--- config.mk ---
export PLATFORM = sky130hd
export DESIGN_NAME = recency_ordered_cache_table
export DESIGN_NICKNAME = d
export VERILOG_FILES = /design/src/design/rcot_pkg.sv /design/src/design/rcot_front.sv /design/src/design/rcot_queue.sv /design/src/design/rcot_back.sv /design/src/design/recency_ordered_cache_table.sv
export VERILOG_INCLUDE_DIRS = /design/src /design/src/design
export SDC_FILE = /design/constraint.sdc
export NUM_CORES = 2
export LEC_CHECK = 0
export BUFFER_PORTS_ARGS = -buffer_cell sky130_fd_sc_hd__clkbuf_2
export CORE_UTILIZATION = 57
export DETAILED_ROUTE_END_ITERATION = 6
export PLACE_DENSITY = 0.77
export SETUP_SLACK_MARGIN = 0.5
export SYNTH_ARGS = -nofsm -noshare
export SYNTH_HDL_FRONTEND = slang
export SYNTH_SLANG_ARGS = --single-unit
--- constraint.sdc ---
create_clock -name clk -period 9 [get_ports clk]
set_clock_uncertainty 0.2 [all_clocks]
set_input_delay 0.9 -clock clk [delete_from_list [all_inputs] [get_ports clk]]
set_output_delay 0.9 -clock clk [all_outputs]
set_load 0.05 [all_outputs]
--- src/design/recency_ordered_cache_table_defines.svh ---
// Assertion macros used by the back stage of the recency ordered cache table.
`ifndef RECENCY_ORDERED_CACHE_TABLE_DEFINES_SVH
`define RECENCY_ORDERED_CACHE_TABLE_DEFINES_SVH

`ifndef SYNTHESIS
`define RCOT_ASSERT_IMPL(lbl, clk, rst_n, ante, cons) \
  lbl: assert property (@(posedge clk) disable iff (!rst_n) (ante) |-> (cons)) \
    else $error("rcot assertion failed");
`define RCOT_ASSERT_NEXT(lbl, clk, rst_n, ante, cons) \
  lbl: assert property (@(posedge clk) disable iff (!rst_n) (ante) |=> (cons)) \
    else $error("rcot assertion failed");
`else
`define RCOT_ASSERT_IMPL(lbl, clk, rst_n, ante, cons)
`define RCOT_ASSERT_NEXT(lbl, clk, rst_n, ante, cons)
`endif

`endif

--- src/design/rcot_pkg.sv ---
// Shared types and constants of the recency ordered cache table.
`timescale 1ns / 1ps
package rcot_pkg;

  localparam int MaxEntries = 16;
  localparam int KeyW       = 32;
  localparam int DataW      = 32;
  localparam int CfgW       = 5;
  localparam int CntW       = $clog2(MaxEntries + 1);
  localparam int IdxW       = (MaxEntries > 1) ? $clog2(MaxEntries) : 1;
  localparam int QueueDepth = 2;
  localparam int QPtrW      = $clog2(QueueDepth);
  localparam int QCntW      = $clog2(QueueDepth + 1);

  localparam logic [CfgW-1:0] CapReset = CfgW'(16);

  typedef enum logic [0:0] {
    OP_PUT = 1'b0,
    OP_GET = 1'b1
  } op_t;

  typedef struct packed {
    op_t             op;
    logic [KeyW-1:0]  key;
    logic [DataW-1:0] data;
  } req_t;

endpackage

--- src/design/rcot_front.sv ---
// Front stage: capacity register, input register and operation decode.
`timescale 1ns / 1ps
module rcot_front (
  input  logic                          clk,
  input  logic                          rst_n,
  input  logic                          in_valid,
  output logic                          in_stall,
  input  logic                          in_kind,
  input  logic [rcot_pkg::KeyW-1:0]     in_key_tag,
  input  logic [rcot_pkg::DataW-1:0]    in_data_word,
  input  logic                          cfg_we,
  input  logic [rcot_pkg::CfgW-1:0]     cfg_wdata,
  output logic                          push_valid,
  input  logic                          push_ready,
  output rcot_pkg::req_t                push_data,
  output logic [rcot_pkg::CntW-1:0]     eff_cap
);

  logic                       stg_vld_r;
  logic                       stg_vld_nxt;
  rcot_pkg::req_t             stg_r;
  rcot_pkg::req_t             stg_nxt;
  logic [rcot_pkg::CfgW-1:0]  cap_r;
  logic [rcot_pkg::CfgW-1:0]  cap_nxt;
  logic                       accept;

  assign in_stall   = stg_vld_r && !push_ready;
  assign accept     = in_valid && !in_stall;
  assign push_valid = stg_vld_r;
  assign push_data  = stg_r;

  always_comb begin
    cap_nxt     = cfg_we ? cfg_wdata : cap_r;
    stg_vld_nxt = stg_vld_r;
    stg_nxt     = stg_r;
    if (stg_vld_r && push_ready) begin
      stg_vld_nxt = 1'b0;
    end
    if (accept) begin
      stg_vld_nxt  = 1'b1;
      stg_nxt.op   = rcot_pkg::op_t'(in_kind);
      stg_nxt.key  = in_key_tag;
      stg_nxt.data = in_data_word;
    end
  end

  always_comb begin
    if (cap_r == '0) begin
      eff_cap = rcot_pkg::CntW'(1);
    end else if (32'(cap_r) > 32'(rcot_pkg::MaxEntries)) begin
      eff_cap = rcot_pkg::CntW'(rcot_pkg::MaxEntries);
    end else begin
      eff_cap = rcot_pkg::CntW'(cap_r);
    end
  end

  always_ff @(posedge clk) begin
    stg_r <= stg_nxt;
    if (!rst_n) begin
      stg_vld_r <= 1'b0;
      cap_r     <= rcot_pkg::CapReset;
    end else begin
      stg_vld_r <= stg_vld_nxt;
      cap_r     <= cap_nxt;
    end
  end

endmodule

--- src/design/rcot_queue.sv ---
// Short request queue between the front and back stages.
`timescale 1ns / 1ps
module rcot_queue (
  input  logic           clk,
  input  logic           rst_n,
  input  logic           push_valid,
  output logic           push_ready,
  input  rcot_pkg::req_t push_data,
  output logic           pop_valid,
  input  logic           pop,
  output rcot_pkg::req_t pop_data
);

  rcot_pkg::req_t                slot_r [rcot_pkg::QueueDepth];
  logic [rcot_pkg::QPtrW-1:0]    wr_ptr_r;
  logic [rcot_pkg::QPtrW-1:0]    wr_ptr_nxt;
  logic [rcot_pkg::QPtrW-1:0]    rd_ptr_r;
  logic [rcot_pkg::QPtrW-1:0]    rd_ptr_nxt;
  logic [rcot_pkg::QCntW-1:0]    cnt_r;
  logic [rcot_pkg::QCntW-1:0]    cnt_nxt;
  logic                          do_push;
  logic                          do_pop;

  assign push_ready = cnt_r != rcot_pkg::QCntW'(rcot_pkg::QueueDepth);
  assign pop_valid  = cnt_r != '0;
  assign pop_data   = slot_r[rd_ptr_r];
  assign do_push    = push_valid && push_ready;
  assign do_pop     = pop && pop_valid;

  always_comb begin
    wr_ptr_nxt = wr_ptr_r;
    rd_ptr_nxt = rd_ptr_r;
    cnt_nxt    = cnt_r;
    if (do_push) begin
      wr_ptr_nxt = (32'(wr_ptr_r) == rcot_pkg::QueueDepth - 1) ? '0
                                                              : wr_ptr_r + 1'b1;
    end
    if (do_pop) begin
      rd_ptr_nxt = (32'(rd_ptr_r) == rcot_pkg::QueueDepth - 1) ? '0
                                                              : rd_ptr_r + 1'b1;
    end
    if (do_push && !do_pop) begin
      cnt_nxt = cnt_r + 1'b1;
    end else if (do_pop && !do_push) begin
      cnt_nxt = cnt_r - 1'b1;
    end
  end

  always_ff @(posedge clk) begin
    if (do_push) begin
      slot_r[wr_ptr_r] <= push_data;
    end
    if (!rst_n) begin
      wr_ptr_r <= '0;
      rd_ptr_r <= '0;
      cnt_r    <= '0;
    end else begin
      wr_ptr_r <= wr_ptr_nxt;
      rd_ptr_r <= rd_ptr_nxt;
      cnt_r    <= cnt_nxt;
    end
  end

endmodule

--- src/design/rcot_back.sv ---
// Back stage: ordered entry list, tag compare, list update and result register.
`timescale 1ns / 1ps
`include "recency_ordered_cache_table_defines.svh"
module rcot_back (
  input  logic                        clk,
  input  logic                        rst_n,
  input  logic                        q_valid,
  output logic                        q_pop,
  input  rcot_pkg::req_t              q_data,
  input  logic [rcot_pkg::CntW-1:0]   eff_cap,
  output logic                        out_valid,
  input  logic                        out_stall,
  output logic                        out_found,
  output logic [rcot_pkg::DataW-1:0]  out_read_data,
  output logic                        out_evicted
);

  typedef enum logic [1:0] {
    ST_IDLE,
    ST_CMP,
    ST_UPD
  } state_t;

  state_t                              state_r;
  state_t                              state_nxt;
  rcot_pkg::req_t                      cur_r;
  rcot_pkg::req_t                      cur_nxt;
  logic [rcot_pkg::MaxEntries-1:0]     match_r;
  logic [rcot_pkg::MaxEntries-1:0]     match_nxt;
  logic [rcot_pkg::KeyW-1:0]           keys_r [rcot_pkg::MaxEntries];
  logic [rcot_pkg::KeyW-1:0]           keys_nxt [rcot_pkg::MaxEntries];
  logic [rcot_pkg::DataW-1:0]          data_r [rcot_pkg::MaxEntries];
  logic [rcot_pkg::DataW-1:0]          data_nxt [rcot_pkg::MaxEntries];
  logic [rcot_pkg::CntW-1:0]           held_r;
  logic [rcot_pkg::CntW-1:0]           held_nxt;
  logic                                out_vld_r;
  logic                                out_vld_nxt;
  logic                                out_found_r;
  logic                                out_found_nxt;
  logic [rcot_pkg::DataW-1:0]          out_rdata_r;
  logic [rcot_pkg::DataW-1:0]          out_rdata_nxt;
  logic                                out_ev_r;
  logic                                out_ev_nxt;
  logic [rcot_pkg::MaxEntries-1:0]     match_now;
  logic                                out_free;
  logic                                hit;
  logic [rcot_pkg::IdxW-1:0]           hit_pos;
  logic                                full;
  logic                                shift_en;
  logic [rcot_pkg::IdxW-1:0]           shift_from;
  logic [rcot_pkg::IdxW-1:0]           wr_idx;

  assign out_valid     = out_vld_r;
  assign out_found     = out_found_r;
  assign out_read_data = out_rdata_r;
  assign out_evicted   = out_ev_r;
  assign out_free      = !out_vld_r || !out_stall;
  assign q_pop         = q_valid && ((state_r == ST_IDLE) || ((state_r == ST_UPD) && out_free));

  always_comb begin
    for (int i = 0; i < rcot_pkg::MaxEntries; i++) begin
      match_now[i] = (rcot_pkg::CntW'(i) < held_r) && (keys_r[i] == cur_r.key);
    end
  end

  always_comb begin
    hit_pos = '0;
    for (int i = rcot_pkg::MaxEntries - 1; i >= 0; i--) begin
      if (match_r[i]) begin
        hit_pos = rcot_pkg::IdxW'(i);
      end
    end
  end

  assign hit        = |match_r;
  assign full       = held_r >= eff_cap;
  assign shift_en   = (cur_r.op == rcot_pkg::OP_PUT) && (hit || full);
  assign shift_from = hit ? hit_pos : '0;
  assign wr_idx     = shift_en ? rcot_pkg::IdxW'(held_r - rcot_pkg::CntW'(1))
                               : rcot_pkg::IdxW'(held_r);

  always_comb begin
    state_nxt     = state_r;
    cur_nxt       = cur_r;
    match_nxt     = match_r;
    keys_nxt      = keys_r;
    data_nxt      = data_r;
    held_nxt      = held_r;
    out_vld_nxt   = out_vld_r;
    out_found_nxt = out_found_r;
    out_rdata_nxt = out_rdata_r;
    out_ev_nxt    = out_ev_r;
    if (out_vld_r && !out_stall) begin
      out_vld_nxt = 1'b0;
    end
    unique case (state_r)
      ST_IDLE: begin
        if (q_valid) begin
          cur_nxt   = q_data;
          state_nxt = ST_CMP;
        end
      end
      ST_CMP: begin
        match_nxt = match_now;
        state_nxt = ST_UPD;
      end
      ST_UPD: begin
        if (out_free) begin
          out_vld_nxt   = 1'b1;
          out_found_nxt = hit;
          out_rdata_nxt = '0;
          out_ev_nxt    = 1'b0;
          if (cur_r.op == rcot_pkg::OP_GET) begin
            if (hit) begin
              out_rdata_nxt = data_r[hit_pos];
            end
          end else begin
            out_ev_nxt = !hit && full;
            if (!shift_en) begin
              held_nxt = held_r + rcot_pkg::CntW'(1);
            end
            for (int i = 0; i < rcot_pkg::MaxEntries - 1; i++) begin
              if (shift_en && (rcot_pkg::IdxW'(i) >= shift_from) &&
                  (rcot_pkg::CntW'(i + 1) < held_r)) begin
                keys_nxt[i] = keys_r[i + 1];
                data_nxt[i] = data_r[i + 1];
              end
            end
            keys_nxt[wr_idx] = cur_r.key;
            data_nxt[wr_idx] = cur_r.data;
          end
          if (q_valid) begin
            cur_nxt   = q_data;
            state_nxt = ST_CMP;
          end else begin
            state_nxt = ST_IDLE;
          end
        end
      end
      default: begin
        state_nxt = ST_IDLE;
      end
    endcase
  end

  always_ff @(posedge clk) begin
    cur_r       <= cur_nxt;
    match_r     <= match_nxt;
    keys_r      <= keys_nxt;
    data_r      <= data_nxt;
    out_found_r <= out_found_nxt;
    out_rdata_r <= out_rdata_nxt;
    out_ev_r    <= out_ev_nxt;
    if (!rst_n) begin
      state_r   <= ST_IDLE;
      held_r    <= '0;
      out_vld_r <= 1'b0;
    end else begin
      state_r   <= state_nxt;
      held_r    <= held_nxt;
      out_vld_r <= out_vld_nxt;
    end
  end

  `RCOT_ASSERT_IMPL(a_held_bound, clk, rst_n, 1'b1,
                    32'(held_r) <= rcot_pkg::MaxEntries)
  `RCOT_ASSERT_IMPL(a_evict_on_miss, clk, rst_n, out_vld_r && out_ev_r, !out_found_r)
  `RCOT_ASSERT_IMPL(a_miss_zero_data, clk, rst_n, out_vld_r && !out_found_r,
                    out_rdata_r == '0)
  `RCOT_ASSERT_NEXT(a_cmp_then_upd, clk, rst_n, state_r == ST_CMP, state_r == ST_UPD)

endmodule

--- src/design/recency_ordered_cache_table.sv ---
// Top level of the recency ordered cache table.
`timescale 1ns / 1ps
// Fully associative cache of up to 16 key/data pairs kept in order from oldest
// to newest. A put refreshes a present key to newest, appends a new key while
// fewer than the configured capacity are held, or else drops the oldest entry;
// a get returns the found flag and data without changing the order. The back
// stage handles each item in a compare state for the parallel tag compare and
// then an update state for the list shift and result write, which waits while
// the output is stalled; it takes the next item only once the last result is written. The
// capacity register may be written only while the block is idle.
module recency_ordered_cache_table (
  input  logic                        clk,
  input  logic                        rst_n,
  input  logic                        in_valid,
  output logic                        in_stall,
  input  logic                        in_kind,
  input  logic [rcot_pkg::KeyW-1:0]   in_key_tag,
  input  logic [rcot_pkg::DataW-1:0]  in_data_word,
  output logic                        out_valid,
  input  logic                        out_stall,
  output logic                        out_found,
  output logic [rcot_pkg::DataW-1:0]  out_read_data,
  output logic                        out_evicted,
  input  logic                        cfg_we,
  input  logic [rcot_pkg::CfgW-1:0]   cfg_wdata
);

  logic                        push_valid;
  logic                        push_ready;
  rcot_pkg::req_t              push_data;
  logic                        q_valid;
  logic                        q_pop;
  rcot_pkg::req_t              q_data;
  logic [rcot_pkg::CntW-1:0]   eff_cap;

  rcot_front u_front (
    .clk          (clk),
    .rst_n        (rst_n),
    .in_valid     (in_valid),
    .in_stall     (in_stall),
    .in_kind      (in_kind),
    .in_key_tag   (in_key_tag),
    .in_data_word (in_data_word),
    .cfg_we       (cfg_we),
    .cfg_wdata    (cfg_wdata),
    .push_valid   (push_valid),
    .push_ready   (push_ready),
    .push_data    (push_data),
    .eff_cap      (eff_cap)
  );

  rcot_queue u_queue (
    .clk        (clk),
    .rst_n      (rst_n),
    .push_valid (push_valid),
    .push_ready (push_ready),
    .push_data  (push_data),
    .pop_valid  (q_valid),
    .pop        (q_pop),
    .pop_data   (q_data)
  );

  rcot_back u_back (
    .clk           (clk),
    .rst_n         (rst_n),
    .q_valid       (q_valid),
    .q_pop         (q_pop),
    .q_data        (q_data),
    .eff_cap       (eff_cap),
    .out_valid     (out_valid),
    .out_stall     (out_stall),
    .out_found     (out_found),
    .out_read_data (out_read_data),
    .out_evicted   (out_evicted)
  );

endmodule

After elaboration in Yosys (flattened, before gate mapping)
Memory sizes are Yosys's and may differ from the RTL's. A register that Yosys moved wholly into a read port is not among the register bits.
Index checks and enable logic that the tools add are counted.
{ "word_totals": {"latch_bits": 0, "ram_bits": 130, "register_bits": 1222, "romBits": 0, "in_bits": 75, "n_memories": 1} }
{ "mem_list": {"columns": ["memory", "words", "width", "rd", "rd_ports_with_merged_regs", "write_ports", "line", "rtl"], "rows": [
  ["u_queue.slot_r", 2, 65, 1, 1, 1, "rcot_queue.sv:14", "rcot_pkg::req_t slot_r [rcot_pkg::QueueDepth];"]
]} }
{ "op_classes": {"bitwise": 4, "div": 0, "addsub": 6, "n_mux": 167, "n_reduce_logical": 81, "shifts": 0, "n_eq_ne": 21, "n_lt_le_gt_ge": 36, "multipliers": 0} }
{ "op_table": {"columns": ["cell", "count"], "rows": [
  ["$mux 32", 123],
  ["$bwmux 512", 2],
  ["$eq 32x32->1", 16],
  ["$mux 65", 2],
  ["$pmux 65 s2", 1],
  ["$bmux 32 s4", 1],
  ["$demux 32 s4", 1],
  ["$mux 4", 18],
  ["$logic_and 1x1->1", 58],
  ["$lt 4x5->1 const A", 8],
  ["$ge 4x4->1 const A", 7],
  ["$lt 3x5->1 const A", 4],
  ["$ge 3x4->1 const A", 4],
  ["$reduce_or 16->1", 1],
  ["$mux 1", 12],
  ["$ge 5x5->1 const B", 2],
  ["$lt 1x5->1 const A", 2],
  ["$lt 2x5->1 const A", 2],
  ["$mux 5", 2],
  ["$not 4->5", 2],
  ["$ge 1x4->1 const A", 2],
  ["$ge 2x4->1 const A", 2],
  ["$mux 2", 4],
  ["$reduce_and 2->1", 4],
  ["21 further kinds", 35]
]} }

Longest topological paths before layout
{ "logic_depth": {"word_depth": 25, "mapped_depth": 14, "mapped_depth_nobuf": 11} }

Cells and area by module
A second synthesis with hierarchy kept.
{ "unflattened": {"hier_cells": 4948, "area_unflattened_um2": 64343.0} }
{ "modules_own_cells": {"columns": ["module", "seq_area_each_um2", "n_inst", "cells_per_inst", "area_per_inst_um2"], "rows": [
  ["rcot_back", 34363.0, 1, 4630, 57203.6],
  ["rcot_queue", 4003.8, 1, 226, 4926.0],
  ["rcot_front", 2072.0, 1, 92, 2213.4]
]} }

Worst setup path before layout
Ideal clock, no wire load.
{ "synth_timing": {"path_kind": "input port to flip-flop", "start": "input port out_stall", "end": "register u_queue.cnt_r[1] in the netlist's numbering", "required_time_ps": 8724, "arrival_ps": 7603, "path_slack_ps": 1121, "cell_stages": 5, "setup_ps": 76, "path_cell_list": "a311oi_1 > inv_1 > ha_1 > or3_1 > a21boi_0"} }
{ "synth_via": {"elab_chain_cells": 9, "elab_cells_between_ends": 11} }
{ "synth_lines": {"columns": ["item", "line", "rtl"], "rows": [
  ["start: declaration", "recency_ordered_cache_table.sv:20", "input logic out_stall,"],
  ["$logic_not 1->1 *", "rcot_back.sv:57", "assign out_free = !out_vld_r || !out_stall;"],
  ["$logic_or 1x1->1 *", "rcot_back.sv:57", null],
  ["$logic_and 1x1->1 *", "rcot_back.sv:58", "assign q_pop = q_valid && ((state_r == ST_IDLE) || ((state_r == ST_UPD) && out_free));"],
  ["$logic_or 1x1->1 *", "rcot_back.sv:58", null],
  ["$logic_and 1x1->1 *", "rcot_back.sv:58", null],
  ["$logic_and 1x1->1 *", "rcot_queue.sv:28", "assign do_pop = pop && pop_valid;"],
  ["$logic_not 1->1", "rcot_queue.sv:42", "if (do_push && !do_pop) begin"],
  ["$logic_and 1x1->1", "rcot_queue.sv:42", null],
  ["$mux 2 or $reduce_bool 2->1 (tied branches)", null, null],
  ["end signal: assignment", "rcot_queue.sv:60", "cnt_r <= cnt_nxt;"],
  ["end: declaration", "rcot_queue.sv:19", "logic [rcot_pkg::QCntW-1:0] cnt_r;"]
]} }
Every way passes the cells marked *; elsewhere a longest branch is shown, timed or not.
A chain may end at the register's enable or synchronous reset.

==> metrics.txt <==
# TYPE chip_impl_metric gauge
chip_impl_metric{name="floorplan.die_area",unit="sq mm"} 0.116
chip_impl_metric{name="combPwrFrac",unit=""} 0.232
chip_impl_metric{name="synth_enable_flop_cells",unit=""} 1334
chip_impl_info{name="root_buffer",value="sky130_fd_sc_hd__clkbuf_16"} 1
chip_impl_metric{name="synth-compound-area-share",unit=""} 0.135
chip_impl_metric{name="core_area",unit="sq mm"} 0.114
chip_impl_metric{name="finalSetupViolCount",unit=""} 0
chip_impl_info{name="critPathCaptureType",value="flip-flop"} 1
chip_impl_metric{name="postSynthRegisterBits",unit=""} 1353
chip_impl_metric{name="static-leakage-power",unit="uW"} 0.0233
chip_impl_metric{name="dp_hpwl",unit="um"} 124000
chip_impl_metric{name="numClockSinks",unit=""} 1353
chip_impl_metric{name="dpl-instance-area",unit="sq mm"} 0.0668
chip_impl_metric{name="clk_transition_reported_paths",unit="ps"} 60
chip_impl_metric{name="cts.htree.levels",unit=""} 4
chip_impl_metric{name="overflow",unit=""} 0
chip_impl_metric{name="synth_seq_area_share",unit=""} 0.617
chip_impl_info{name="criticalPathCategory",value="flip-flop to flip-flop"} 1
chip_impl_metric{name="antenna_violating_nets_post_route",unit=""} 0
chip_impl_info{name="layout_common_cells",value="1334 x sky130_fd_sc_hd__edfxtp_1, 516 x sky130_fd_sc_hd__nand3_1, 463 x sky130_fd_sc_hd__o21ai_0"} 1
chip_impl_metric{name="place_congestion",unit=""} 1.02
chip_impl_metric{name="cts_inserted_buffers",unit=""} 139
chip_impl_metric{name="vias_per_cell",unit=""} 6.86
chip_impl_metric{name="grt_start_max_net_pins",unit=""} 163
chip_impl_info{name="worst_path_dominant_cell_family",value="compound AO/OA/AOI/OAI gates"} 1
chip_impl_metric{name="cpPeakStageDelay",unit="ps"} 930
chip_impl_metric{name="timing.final.max_slew_violations",unit=""} 0
chip_impl_metric{name="post-route-cell-area",unit="sq mm"} 0.0712
chip_impl_metric{name="detail_route.wl_per_cell",unit="um"} 29.5
chip_impl_info{name="synth_top_family_by_area",value="compound AO/OA/AOI/OAI gates"} 1
chip_impl_metric{name="post_synth_fa_ha_maj_area_fraction",unit=""} 0.00153
chip_impl_metric{name="die_width",unit="um"} 341
chip_impl_metric{name="internal_power",unit="uW"} 11700
chip_impl_metric{name="setup_tns",unit="ps"} 0
chip_impl_metric{name="power.switching_fraction",unit=""} 0.325
chip_impl_metric{name="vias",unit=""} 46200
chip_impl_metric{name="fillerInstances",unit=""} 8664
chip_impl_metric{name="crit_buf_inv",unit=""} 3
chip_impl_info{name="critical_path_slowest_stage_cell",value="sky130_fd_sc_hd__a21oi_4"} 1
chip_impl_metric{name="fin_cells",unit=""} 6734
chip_impl_metric{name="totalWireLength",unit="um"} 198000
chip_impl_metric{name="layout.nets",unit=""} 5194
chip_impl_metric{name="postCtsSetupBuffers",unit=""} 0
chip_impl_metric{name="syn_to_final_growth",unit="%"} 8.61
chip_impl_metric{name="synthesis.instances",unit=""} 5282
chip_impl_metric{name="die_h",unit="um"} 341
chip_impl_metric{name="clock.fmax",unit="GHz"} 0.178
chip_impl_metric{name="synthSimpleGateAreaFrac",unit=""} 0.0939
chip_impl_metric{name="peakVddDrop",unit="V"} 0.000248
chip_impl_metric{name="initial_utilization",unit=""} 0.574
chip_impl_metric{name="critical_path_peak_fanout",unit=""} 66
chip_impl_metric{name="yosys_warnings",unit=""} 0
chip_impl_metric{name="syn-num-nets",unit=""} 5365
chip_impl_metric{name="report.final.hold_viol_count",unit=""} 0
chip_impl_metric{name="number_of_global_route_vias_before_repair",unit=""} 42600
chip_impl_metric{name="cts_hold_buf",unit=""} 0
chip_impl_info{name="timing.critical_path.cells",value="or4_1, nor4_4, o211a_4, o21ai_1, a22oi_4, buf_4, inv_1, a21oi_4, buf_4"} 1
chip_impl_info{name="crit_top_cell",value="sky130_fd_sc_hd__buf_4"} 1
chip_impl_metric{name="switchingPower",unit="uW"} 5610
chip_impl_metric{name="multiplexer_share_of_the_synthesized_area",unit=""} 0.0405
chip_impl_metric{name="track_usage",unit=""} 0.335
chip_impl_metric{name="post_synth_num_cell_types",unit=""} 73
chip_impl_info{name="ys_dominant_reg_cell",value="sky130_fd_sc_hd__edfxtp_1"} 1
chip_impl_metric{name="final_layout_size_suffix_gt1_frac",unit=""} 0.105
chip_impl_metric{name="max_cap_violations",unit=""} 0
chip_impl_metric{name="final_core_utilization",unit=""} 0.623
chip_impl_metric{name="postSynth.asyncResetShare",unit=""} 0
chip_impl_metric{name="p_clk_frac",unit=""} 0.327
chip_impl_metric{name="fp-row-count",unit=""} 124
chip_impl_metric{name="worst_ep_arrival_time",unit="ps"} 5800
chip_impl_metric{name="worstSkewPairLatency",unit="ps"} 770
chip_impl_metric{name="post_cts_resized",unit=""} 0
chip_impl_metric{name="io_buffers",unit=""} 110
chip_impl_metric{name="worst-endpoint-required",unit="ps"} 9180
chip_impl_info{name="holdCritPathClass",value="input pin to flip-flop"} 1
chip_impl_info{name="timing.critical_path.from_type",value="flip-flop"} 1
chip_impl_info{name="layout.cells.most_common",value="sky130_fd_sc_hd__edfxtp_1"} 1
chip_impl_metric{name="power_density_of_the_placed_cells",unit="mW/mm^2"} 243
chip_impl_metric{name="power",unit="uW"} 17300
chip_impl_metric{name="io-pin-count",unit=""} 111
chip_impl_metric{name="initial_antenna_violation_count",unit=""} 5
chip_impl_metric{name="synthXorXnorAreaFrac",unit=""} 0.0694
chip_impl_metric{name="dpl.cell_count",unit=""} 6482
chip_impl_metric{name="postSynthAreaPerCell",unit="sq um"} 12.4
chip_impl_info{name="rsz0062_at_grt",value="no"} 1
chip_impl_metric{name="share_seq_of_total_power",unit=""} 0.441
chip_impl_metric{name="fin_crit",unit="ps"} 5620
chip_impl_info{name="clock_tree_from_tritoncts",value="yes"} 1
chip_impl_metric{name="clockBufferDepth",unit=""} 3
chip_impl_info{name="status",value="finished clean"} 1
chip_impl_metric{name="slew_headroom",unit=""} 0.0711
chip_impl_metric{name="drt_pass1_iterations",unit=""} 7
chip_impl_metric{name="grt_pass1_wl",unit="um"} 287000
chip_impl_metric{name="slew_of_the_pin_with_the_lowest_slew_margin",unit="ps"} 1380
chip_impl_metric{name="synth.cell_area",unit="sq mm"} 0.0655
chip_impl_metric{name="post-route-drc-count",unit=""} 0
chip_impl_metric{name="final.period_utilization",unit=""} 0.625
chip_impl_metric{name="drt_iter0_markers",unit=""} 8172
sequential cells by signal (all words and copies together), names as in the netlist, named ones only:
name and flops:
u_back.out_read_data 32, u_queue.slot_r 130, u_queue.rd_ptr_r 1, u_back.out_valid 1, u_queue.cnt_r 2, u_front.push_valid 1
u_back.data_r 512, u_front.push_data 65, u_back.cur_r 65, u_back.keys_r 512, u_back.state_r 2, u_back.match_r 16
u_back.out_found 1, u_front.cap_r 5, u_queue.wr_ptr_r 1, u_back.held_r 5, u_back.out_evicted 1
synthesized netlist by cell type, types with 4 or more instances:
| master | count | share of area |
|---|---|---|
| sky130_fd_sc_hd__or3_1 | 5 | 0.00048 |
| sky130_fd_sc_hd__a22oi_1 | 33 | 0.0038 |
| sky130_fd_sc_hd__or4_1 | 8 | 0.00092 |
| sky130_fd_sc_hd__ha_1 | 8 | 0.0015 |
| sky130_fd_sc_hd__a31oi_1 | 59 | 0.0056 |
| sky130_fd_sc_hd__nor2_1 | 39 | 0.0022 |
| sky130_fd_sc_hd__nand2_1 | 322 | 0.018 |
| sky130_fd_sc_hd__and2_1 | 10 | 0.00095 |
| sky130_fd_sc_hd__o21a_1 | 10 | 0.0011 |
| sky130_fd_sc_hd__buf_4 | 55 | 0.0063 |
| sky130_fd_sc_hd__buf_6 | 19 | 0.0033 |
| sky130_fd_sc_hd__a211oi_1 | 50 | 0.0057 |
| sky130_fd_sc_hd__buf_2 | 114 | 0.0087 |
| sky130_fd_sc_hd__nor2b_1 | 11 | 0.0011 |
| sky130_fd_sc_hd__a211o_1 | 29 | 0.0039 |
| sky130_fd_sc_hd__o21ai_0 | 465 | 0.036 |
| sky130_fd_sc_hd__edfxtp_1 | 1334 | 0.61 |
| sky130_fd_sc_hd__o211ai_1 | 37 | 0.0042 |
| sky130_fd_sc_hd__a21boi_0 | 6 | 0.00069 |
| sky130_fd_sc_hd__dfxtp_1 | 19 | 0.0058 |
| sky130_fd_sc_hd__mux2_2 | 65 | 0.011 |
| sky130_fd_sc_hd__o21ai_1 | 116 | 0.0089 |
| sky130_fd_sc_hd__xnor2_1 | 145 | 0.019 |
| sky130_fd_sc_hd__clkbuf_1 | 284 | 0.016 |
| sky130_fd_sc_hd__a21oi_1 | 63 | 0.0048 |
| sky130_fd_sc_hd__inv_2 | 4 | 0.00023 |
| sky130_fd_sc_hd__or2_2 | 5 | 0.00048 |
| sky130_fd_sc_hd__and3_1 | 42 | 0.0040 |
| sky130_fd_sc_hd__nand2b_1 | 6 | 0.00057 |
| sky130_fd_sc_hd__a21o_1 | 5 | 0.00057 |
| sky130_fd_sc_hd__o22a_1 | 29 | 0.0039 |
| sky130_fd_sc_hd__mux2i_1 | 192 | 0.029 |
| sky130_fd_sc_hd__xor2_1 | 374 | 0.050 |
| sky130_fd_sc_hd__a22o_1 | 384 | 0.051 |
| sky130_fd_sc_hd__nor3_1 | 14 | 0.0011 |
| sky130_fd_sc_hd__nand3_1 | 516 | 0.039 |
| sky130_fd_sc_hd__nor4_1 | 112 | 0.011 |
| sky130_fd_sc_hd__inv_1 | 76 | 0.0044 |
| sky130_fd_sc_hd__buf_1 | 55 | 0.0032 |
| sky130_fd_sc_hd__nand4_1 | 116 | 0.011 |
layout make-up:
cell class | count | area, sq um | share of cell area
Clock inverter | 65 | 554 | 0.00779
Clock buffer | 186 | 3830 | 0.0539
Antenna cell | 1 | 2.50 | 0.0000352
Timing Repair Buffer | 215 | 1360 | 0.0192
Tap cell | 1512 | 1890 | 0.0266
Multi-Input combinational cell | 3322 | 22800 | 0.320
Sequential cell | 1353 | 40400 | 0.568
Inverter | 80 | 300 | 0.00422
power by group through the flow:
stage / logic (uW) / registers, uW / clock network, uW
after global routing: 4160 / 7630 / 5900
after floorplan: 2580 / 7630 / 0
after CTS: 3880 / 7600 / 5670
after global placement: 3790 / 7710 / 0
final: 4010 / 7620 / 5650
after detailed placement: 3850 / 7730 / 0
final timing paths:
kind / from / endpoint / slack, ps / cells after the start
worst max-delay path: u_back.match_r[1] / u_back.data_r[304] / 3380 / 9
worst max register to register: u_back.match_r[1] / u_back.data_r[304] / 3380 / 9
worst min register to register: u_front.push_data[22] / u_queue.slot_r[1][22] / 230 / 0
worst min-delay path: in_key_tag[17] / u_front.push_data[49] / 120 / 1
through the flow:
step	setup WS, ps	hold slack, ps
after detailed placement	3400	231
after global routing	3090	89.9
after CTS	3380	72.7
after global placement	3540	222
after floorplan	1120	221
final	3380	121
cells by family after synthesis:
kind of cell / after synthesis
DFF: 1353
AOI/OAI and AO/OA: 1318
and+or+nand+nor: 1220
buffers and inverters: 607
xor gates and xnor gates: 519
muxes: 257
adders and majority gates: 8
metal layers:
layer  share of wire  track usage
met5          0.0017       0.0159
met4           0.024       0.0901
met3            0.18        0.142
met2            0.42        0.461
met1            0.38        0.483
No activity file was read; power rests on OpenSTA's default activity.
